[src/rtl/vna_pkg.sv]
`timescale 1ns / 1ps
// Shared types and constants for the vertex normal accumulator.
// No dependencies; used by vna_sat_add and vertex_normal_accumulator.
package vna_pkg;

   // Defaults for the top-level parameters
   localparam int VERTEX_COUNT_DEF = 1024;
   localparam int COORD_BITS_DEF   = 16;
   localparam int ACCUM_BITS_DEF   = 48;

   // Command codes
   localparam logic [1:0] CMD_LOAD = 2'd0;
   localparam logic [1:0] CMD_TRI  = 2'd1;
   localparam logic [1:0] CMD_READ = 2'd2;

   typedef struct packed {
      logic [1:0]         command;
      logic [9:0]         first_index;
      logic [9:0]         second_index;
      logic [9:0]         third_index;
      logic signed [15:0] coord_x;
      logic signed [15:0] coord_y;
      logic signed [15:0] coord_z;
   } req_type;

   typedef struct packed {
      logic signed [47:0] normal_x;
      logic signed [47:0] normal_y;
      logic signed [47:0] normal_z;
   } rsp_type;

endpackage

[src/rtl/vna_sat_add.sv]
`timescale 1ns / 1ps
// Saturating add of one cross-product component into one accumulator.
// Depends on vna_pkg for its parameter defaults; instanced three times by vertex_normal_accumulator.
module vna_sat_add #(
   parameter int ACCUM_BITS = vna_pkg::ACCUM_BITS_DEF,
   parameter int CROSS_BITS = 2 * vna_pkg::COORD_BITS_DEF + 3
) (
   input  logic signed [ACCUM_BITS-1:0] acc,
   input  logic signed [CROSS_BITS-1:0] inc,
   output logic signed [ACCUM_BITS-1:0] sum
);

   localparam int SW = ((ACCUM_BITS > CROSS_BITS) ? ACCUM_BITS : CROSS_BITS) + 1;

   logic signed [SW-1:0] wide;
   logic signed [SW-1:0] hi;
   logic signed [SW-1:0] lo;

   // Exact sum at full width, then clamp to the accumulator range
   always_comb begin
      hi   = SW'($signed({1'b0, {(ACCUM_BITS-1){1'b1}}}));
      lo   = SW'($signed({1'b1, {(ACCUM_BITS-1){1'b0}}}));
      wide = SW'(acc) + SW'(inc);
      if (wide > hi) begin
         sum = hi[ACCUM_BITS-1:0];
      end else if (wide < lo) begin
         sum = lo[ACCUM_BITS-1:0];
      end else begin
         sum = wide[ACCUM_BITS-1:0];
      end
   end

endmodule
[config.mk]
export PLATFORM = sky130hd
export DESIGN_NAME = vna_sat_add
export DESIGN_NICKNAME = d
export VERILOG_FILES = /design/src/rtl/vna_pkg.sv /design/src/rtl/vna_sat_add.sv
export SDC_FILE = /design/constraint.sdc
export NUM_CORES = 1
export LEC_CHECK = 0
export BUFFER_PORTS_ARGS = -buffer_cell sky130_fd_sc_hd__buf_2
export CAP_MARGIN = 40
export CORE_ASPECT_RATIO = 0.6
export CORE_UTILIZATION = 55
export DETAILED_ROUTE_END_ITERATION = 12
export MAX_ROUTING_LAYER = met4
export PLACE_DENSITY = 0.91
export SLEW_MARGIN = 5
export SYNTH_ARGS = -nofsm -noshare
export SYNTH_HDL_FRONTEND = slang
export SYNTH_SLANG_ARGS = --single-unit
[constraint.sdc]
create_clock -name vclk -period 8.2
set_input_delay 0.41 -clock vclk [all_inputs]
set_output_delay 0.41 -clock vclk [all_outputs]
set_load 0.01 [all_outputs]
==> impl_metrics.py, run 1 <==
metrics = {
    "outcome": {
        "status": "complete, no violations",
    },
    "logic_synthesis": {
        "netlist_area_sq_mm": 0.003014,
        "syn_inst": 449,
        "synth.net_count": 581,
        "ys_types": 57,
        "ys_seq_area_share_pct": 0,
        "synth.avg_cell_area_sq_um": 6.713,
        "yosys_warnings": 0,
    },
    "global_route": {
        "grt_use_met3_pct": 2.594,
        "grt_remaining_overflow": 0,
        "use_met1_pct": 49.40,
        "grt_pass1_wl_um": 14960,
        "antenna_found_initial": 0,
        "grt_use_met2_pct": 46.45,
        "track_usage_pct": 32.15,
        "grt_pass1_vias": 3104,
        "grt_max_degree": 30,
        "gr-max-usage-layer": "met1",
    },
    "floorplanning": {
        "row_count": 20,
        "die_w_um": 97.57,
        "start_util_pct": 58.47,
        "core_area_sq_mm": 0.005155,
        "fp.dieH_um": 59.34,
        "die_area_sq_mm": 0.005790,
        "pin_count": 131,
    },
    "placement": {
        "io_buffers": 131,
        "place_congestion": 0.9839,
        "post-place-ws_ps": 3770,
        "hpwl_um": 7941,
    },
    "power_and_ir_drop": {
        "power.leakage_nw": 1.817,
        "p_seq_share_pct": 0,
        "pwr-share-clk_pct": 0,
        "comb_power_share_pct": 100.0,
        "ir_drop_mv": 0.05493,
        "p_int_mw": 0.1777,
        "power_density_mw_per_mm2": 117.5,
        "power_switching_mw": 0.2521,
        "p_sw_share_pct": 58.65,
    },
    "detailed_routing": {
        "drt-initial-drc-count": 378,
        "viasPerCell": 6.188,
        "ant_nets": 0,
        "wl_per_cell_um": 15.21,
        "drc_errors": 0,
        "wl_um": 9490,
        "drt-pass1-iter-count": 5,
        "vias": 3861,
    },
    "sta": {
        "grt_setup_unrepaired": "no",
        "max_freq_ghz": 0.2244,
        "hold_viol": 0,
        "worst_slack_ps": 3743,
        "max_slew_margin_pct": 59.76,
        "tightest_slew_ps": 602.9,
        "tns_ps": 0,
        "drv_slew": 0,
        "fin_crit_sh_pct": 54.36,
        "fin_crit_ps": 4457,
        "setup-violations-final": 0,
    },
    "run": {
        "maxCapViolCount": 0,
    },
    "critical_path": {
        "crit_type": "input pin to output port",
        "cp-start-kind": "input pin",
        "critPathArrivalTime_ps": 4050,
        "end_kind": "output port",
        "crit_fanout": 26,
        "critical_path_required_ps": 7790,
    },
    "cells_and_area": {
        "antenna_cells": 0,
        "drive_above_1_share_pct": 26.16,
        "seqCellArea_sq_um": 0,
        "post-route-util_pct": 70.95,
        "area_growth_pct": 21.34,
        "seq_cell_count": 0,
        "num-nets-final": 692,
        "clkbuf_count": 0,
    },
    "worst_hold_path": {
        "hold_class": "input pin to output port",
    },
    "clock_network": {
        "cts_setup_buffers": 0,
        "cts_resized": 0,
        "hold_buffers": 0,
    },
}
cells in the mapped netlist, drive strengths merged, types with 2 or more instances:
| master | count | area, sq um |
|---|---|---|
| and3 | 4 | 25.02 |
| a221oi | 2 | 35.04 |
| a31oi | 4 | 25.02 |
| nor2b | 7 | 43.79 |
| xnor2 | 22 | 192.7 |
| o21bai | 6 | 48.80 |
| inv | 17 | 63.81 |
| nand3 | 9 | 50.05 |
| buf | 11 | 61.31 |
| o221ai | 3 | 26.28 |
| o21a | 4 | 30.03 |
| maj3 | 3 | 31.28 |
| a21o | 25 | 187.7 |
| o21ai | 44 | 224.0 |
| a21oi | 81 | 409.1 |
| xor2 | 22 | 200.2 |
| ha | 48 | 600.6 |
| clkbuf | 13 | 48.80 |
| nor3 | 3 | 15.01 |
| nand2b | 7 | 43.79 |
| and4 | 2 | 17.52 |
| nand4 | 14 | 87.58 |
| o2111ai | 2 | 17.52 |
| nor4 | 3 | 18.77 |
| or3 | 3 | 18.77 |
| nand2 | 38 | 142.6 |
| a2111oi | 2 | 23.77 |
| o31a | 2 | 17.52 |
| o211ai | 5 | 42.54 |
| nor3b | 2 | 15.01 |
| nor2 | 27 | 103.9 |
layer usage:
| layer | vias to the layer above | part of all wire [%] |
|---|---|---|
| met5 | - | 0 |
| met4 | 0 | 0.98 |
| met3 | 16 | 11 |
| met2 | 252 | 39 |
| met1 | 1706 | 48 |
| li1 | 1887 | - |
layout make-up:
type               instances  area, sq um
multi-input cells        408         2840
inverters                 17        63.81
repair buffers           133        670.6
fillers                  467         1498
well taps                 66        82.58
through the flow:
step                      instances  cell area [sq um]  power (mW)  hold slack [ps]
after floorplan                 449               3014      0.2842             1107
after global placement          624               3657      0.4122             1273
after detailed placement        624               3657      0.4197             1264
after CTS                       624               3657      0.4218             1269
after global routing            624               3657      0.4665             1318
final                           624               3657      0.4299             1265
cell usage in the layout, fill, tap and decap left out, drive strengths merged, types with 4 or more instances in the layout:
master,count
nand2,38
nor2,27
xor2,22
a21oi,81
o211ai,5
nor2b,7
ha,48
inv,17
nand4,14
nand3,9
xnor2,22
a31oi,4
buf,133
a21o,25
o21a,4
nand2b,7
o21bai,6
o21ai,44
and3,4
final timing paths:
kind  startpoint  endpoint  slack (ps)  cells after the start
min       inc[0]    sum[0]        1270                      5
max       acc[0]    sum[6]        3740                     16
power groups by stage:
stage / Sequential (mW) / Clock [mW] / Combinational, mW
after floorplan: 0 / 0 / 0.284
after global placement: 0 / 0 / 0.412
after detailed placement: 0 / 0 / 0.420
after CTS: 0 / 0 / 0.422
after global routing: 0 / 0 / 0.466
final: 0 / 0 / 0.430
cell families after synthesis:
group	Yosys count	share of synthesized area, %
XOR/XNOR	44	13.03
multiplexers	1	0.3321
AO/OA/AOI/OAI	190	39.19
buffers and inverters	41	5.770
adder cells (fa/ha/maj)	52	21.63
AND/OR/NAND/NOR	121	20.05
worst max-delay path, stage by stage:
cell	delay (ps)
buf_2	80
ha_1	160
inv_1	50
fa_1	400
nor2b_1	170
o2111ai_1	170
a21o_1	250
a2111oi_2	500
o311ai_1	150
o211ai_1	260
nand3_1	160
o21ai_2	160
nand2_1	410
buf_4	370
a31oi_1	190
buf_2	160
(Power assumes the default switching activity.)
==> run 2: changes to the inputs <==
- CORE_UTILIZATION: 55 -> 46
- PLACE_DENSITY: 0.91 -> 0.81
- clock period: 8.2 -> 4 ns (I/O delays scaled with it)
==> run 2 against run 1 <==
  * Worst setup slack lost 3400 ps
  * Largest cell class unchanged
  * Sequential share of layout area is the same
  * Global-route usage shrank 3.9 points
  * Combinational power grew 110%
  * Critical path depth shrank 2
  * Sequential cell count is the same
  * Routed wire length grew 4.0%
  * Highest routed layer unchanged
==> impl_metrics.py, run 2 (synthesis gave the netlist of run 1 again) <==
metrics = {
    "placement": {
        "hpwl_um": 8342,
        "place_congestion": 0.9415,
        "io_buffers": 131,
        "dpl_cell_area_sq_mm": 0.003702,
        "post-place-ws_ps": 359.0,
    },
    "detailed_routing": {
        "wl_um": 9872,
        "drt-initial-drc-count": 287,
        "drc_errors": 0,
        "vias": 3844,
        "ant_nets": 0,
        "viasPerCell": 5.960,
        "wl_per_cell_um": 15.31,
        "drt-pass1-iter-count": 6,
    },
    "clock_network": {
        "cts_setup_buffers": 0,
    },
    "cells_and_area": {
        "area_growth_pct": 23.25,
        "design_area_sq_mm": 0.003715,
        "layout_commonest_cell": "buf_2",
        "seqCellArea_sq_um": 0,
        "drive_above_1_share_pct": 26.56,
        "num-nets-final": 695,
        "multi_input_area_sq_mm": 0.002853,
        "post-route-util_pct": 59.71,
        "clkbuf_count": 0,
        "mostFrequentLayoutCells": "buf_2, a21oi_1, ha_1",
        "antenna_cells": 0,
        "seq_cell_count": 0,
        "fillers": 617,
    },
    "sta": {
        "tns_ps": 0,
        "fin_crit_ps": 3676,
        "hold_viol": 0,
        "fin_crit_sh_pct": 91.91,
        "whs_ps": 873.3,
        "tightest_slew_ps": 529.8,
        "max_freq_ghz": 0.2720,
        "grt_setup_unrepaired": "no",
        "max_slew_margin_pct": 64.30,
        "worst_slack_ps": 323.6,
        "drv_slew": 0,
        "setup-violations-final": 0,
    },
    "worst_hold_path": {
        "hold_class": "input pin to output port",
    },
    "global_route": {
        "antenna_found_initial": 0,
        "grt_pass1_wl_um": 15760,
        "track_usage_pct": 28.22,
        "grt_max_degree": 33,
        "grt_pass1_vias": 3363,
        "grt_remaining_overflow": 0,
    },
    "floorplanning": {
        "die_w_um": 106.5,
        "die_area_sq_mm": 0.006891,
        "row_count": 22,
        "core_area_sq_mm": 0.006221,
        "start_util_pct": 48.45,
        "pin_count": 131,
        "fp.dieH_um": 64.70,
    },
    "critical_path": {
        "max_stage_delay_ps": 490,
        "critPathSlowestCell": "or4_4",
        "critPathArrivalTime_ps": 3480,
        "crit_chain": "buf_2, ha_1, a21oi_1, nor2b_1, or4_4, o211ai_2, nand3_2, o21ai_1, o221ai_1, xor2_2, nor2_2, buf_4, o41ai_1, buf_2",
        "path_common_cell": "buf_2",
        "end_kind": "output port",
        "crit_fanout": 17,
        "critical_path_required_ps": 3800,
        "crit_type": "input pin to output port",
        "cp-start-kind": "input pin",
    },
    "power_and_ir_drop": {
        "power_density_mw_per_mm2": 239.7,
        "ir_drop_mv": 0.09268,
        "power.leakage_nw": 1.832,
    },
    "outcome": {
        "status": "complete, no violations",
    },
    "run": {
        "maxCapViolCount": 0,
    },
}
==> run 2: final timing paths <==
path	startpoint	to	slack (ps)	depth (start not counted)
worst max-delay path	acc[12]	sum[46]	320	14
worst min-delay path	inc[0]	sum[0]	870	5
==> run 2: area by class of cell <==
cell class | instances | share of cell area (%)
multi-input combinational | 408 | 76.79
timing repair buffer | 136 | 18.66
tap | 84 | 2.829
inverter | 17 | 1.718
==> run 2: layer usage <==
layer  track usage, %  wire [um]  vias to the layer above
met5                -          0                        -
met4            1.884         44                        0
met3            3.421        971                        4
met2            42.53       4105                      210
met1            41.59       4751                     1736
li1                 -          -                     1894
==> run 2: what timing repair did <==
action | 4_1_cts | 5_1_grt
setup endpoints to repair | 0 | 1
resized for setup | 0 | 1
hold buffers | 0 | 0
==> run 2: through the flow <==
stage / total power, mW / cells
detailed placement: 0.8746 / 645
finish: 0.8906 / 645
CTS: 0.8788 / 645
global placement: 0.8626 / 645
floorplan: 0.5826 / 449
global route: 0.9748 / 645
==> run 2: power breakdown <==
part           switching, mW  internal, mW
combinational          0.519         0.372
clock                      0             0
sequential                 0             0
==> run 2: critical path, delay by kind of cell <==
| family | cells | cell delay, ps |
|---|---|---|
| adder cells (fa/ha/maj) | 1 | 360 |
| buffers and inverters | 3 | 490 |
| AND/OR/NAND/NOR | 4 | 850 |
| AO/OA/AOI/OAI | 5 | 1220 |
| XOR/XNOR | 1 | 320 |
==> run 3: changes to the inputs <==
- REMOVE_ABC_BUFFERS: not set -> 1
==> run 3 against run 2 <==
  * First-iteration DRC count grew 26%
  * Largest cell class unchanged
  * Worst setup slack gained 78 ps
  * Non-clock buffer count is the same
==> impl_metrics.py, run 3 (synthesis gave the netlist of run 1 again) <==
metrics = {
    "detailed_routing": {
        "ant_nets": 0,
        "viasPerCell": 6.011,
        "wl_per_cell_um": 15.41,
        "vias": 3877,
        "drt-initial-drc-count": 362,
        "drt-pass1-iter-count": 5,
        "drc_errors": 0,
        "wl_um": 9939,
    },
    "floorplanning": {
        "die_area_sq_mm": 0.006891,
        "die_w_um": 106.5,
        "row_count": 22,
        "fp.dieH_um": 64.70,
        "core_area_sq_mm": 0.006221,
        "start_util_pct": 48.45,
        "pin_count": 131,
    },
    "critical_path": {
        "cp-start-kind": "input pin",
        "critical_path_required_ps": 3800,
        "crit_fanout": 21,
        "crit_type": "input pin to output port",
        "worstSetupStartpoint": "acc[12]",
        "critical_path.endpoint": "sum[46]",
        "critPathSlowestCell": "or4_4",
        "path_common_cell": "buf_2",
        "end_kind": "output port",
        "max_stage_delay_ps": 490,
        "crit_chain": "buf_2, ha_1, a21oi_1, nor2b_1, or4_4, o211ai_2, nand3_2, o21ai_1, o221ai_1, xor2_2, nor2_2, buf_4, o41ai_1, buf_2",
        "critPathArrivalTime_ps": 3400,
    },
    "cells_and_area": {
        "fillers": 615,
        "clkbuf_count": 0,
        "antenna_cells": 0,
        "fin_cells": 645,
        "drive_above_1_share_pct": 26.56,
        "mostFrequentLayoutCells": "buf_2, a21oi_1, ha_1",
        "area_growth_pct": 22.83,
        "num-nets-final": 695,
        "layout_commonest_cell": "buf_2",
        "multi_input_area_sq_mm": 0.002840,
        "seq_cell_count": 0,
        "seqCellArea_sq_um": 0,
    },
    "sta": {
        "setup-violations-final": 0,
        "drv_slew": 0,
        "tightest_slew_ps": 569.7,
        "grt_setup_unrepaired": "no",
        "max_freq_ghz": 0.2779,
        "hold_viol": 0,
        "fin_crit_ps": 3599,
        "worst_slack_ps": 401.2,
        "tns_ps": 0,
        "fin_crit_sh_pct": 89.97,
        "max_slew_margin_pct": 61.73,
    },
    "global_route": {
        "gr-max-usage-layer": "met1",
        "grt_pass1_wl_um": 15590,
        "grt_pass1_vias": 3308,
        "grt_use_met2_pct": 41.64,
        "grt_max_degree": 24,
        "grt_remaining_overflow": 0,
        "antenna_found_initial": 0,
        "use_met1_pct": 42.39,
        "grt_use_met3_pct": 2.414,
        "track_usage_pct": 28.03,
    },
    "worst_hold_path": {
        "hold_depth": 5,
        "hold_class": "input pin to output port",
    },
    "placement": {
        "place_congestion": 0.9469,
        "hpwl_um": 8232,
        "io_buffers": 131,
        "post-place-ws_ps": 418.2,
        "dp.cells": 645,
    },
    "power_and_ir_drop": {
        "power.total_mw": 0.8948,
        "power_density_mw_per_mm2": 241.7,
        "ir_drop_mv": 0.1243,
        "power.leakage_nw": 1.832,
    },
    "clock_network": {
        "hold_buffers": 0,
        "cts_resized": 0,
        "cts_setup_buffers": 0,
    },
    "outcome": {
        "status": "complete, no violations",
    },
    "run": {
        "maxCapViolCount": 0,
    },
}
## run 3: cell counts in the layout (fill, tap and decap cells not counted)
No cell type changed its count.
## run 3: final cells by class
cell class         count  share of cell area, %
inverters             17                  1.724
well taps             84                  2.839
multi-input cells    408                  76.72
repair buffers       136                  18.72
## run 3: per-stage QoR
step	hold WS [ps]	cell area [sq um]	util (%)
finish	867.9	3702	59.51
detailed placement	859.3	3702	59.51
CTS	865.7	3702	59.51
global route	920.7	3702	59.51
global placement	870.5	3702	59.51
floorplan	686.8	2904	-
## run 3: worst min-delay path by stage
| stage | to | slack, ps | startpoint |
|---|---|---|---|
| 4_1_cts | sum[0] | 870 | inc[0] |
| 2_1_floorplan | sum[0] | 690 | inc[0] |
| 3_5_place_dp | sum[0] | 860 | inc[0] |
| 5_1_grt | sum[0] | 920 | inc[0] |
| 3_3_place_gp | sum[0] | 870 | inc[0] |
| 6_report | sum[0] | 870 | inc[0] |
## run 3: worst max-delay path: cells and delay by family
kind	cells	cell delay (ps)
adders and majority gates	1	360
xor gates and xnor gates	1	320
buffers and inverters	3	510
AOI/OAI and AO/OA	5	1170
and+or+nand+nor	4	830
## run 3: power breakdown
| part | leakage, nW | switching [mW] | total [mW] | internal (mW) |
|---|---|---|---|---|
| Clock | 0 | 0 | 0 | 0 |
| Sequential | 0 | 0 | 0 | 0 |
| Combinational | 1.83 | 0.524 | 0.895 | 0.371 |
| Total | 1.83 | 0.524 | 0.895 | 0.371 |
## run 3: routing by layer
| metal | routed length [um] | vias up | part of all wire, % |
|---|---|---|---|
| met4 | 82 | 0 | 0.83 |
| li1 | - | 1897 | - |
| met2 | 4063 | 212 | 41 |
| met3 | 976 | 14 | 9.8 |
| met1 | 4816 | 1754 | 48 |
| met5 | 0 | - | 0 |
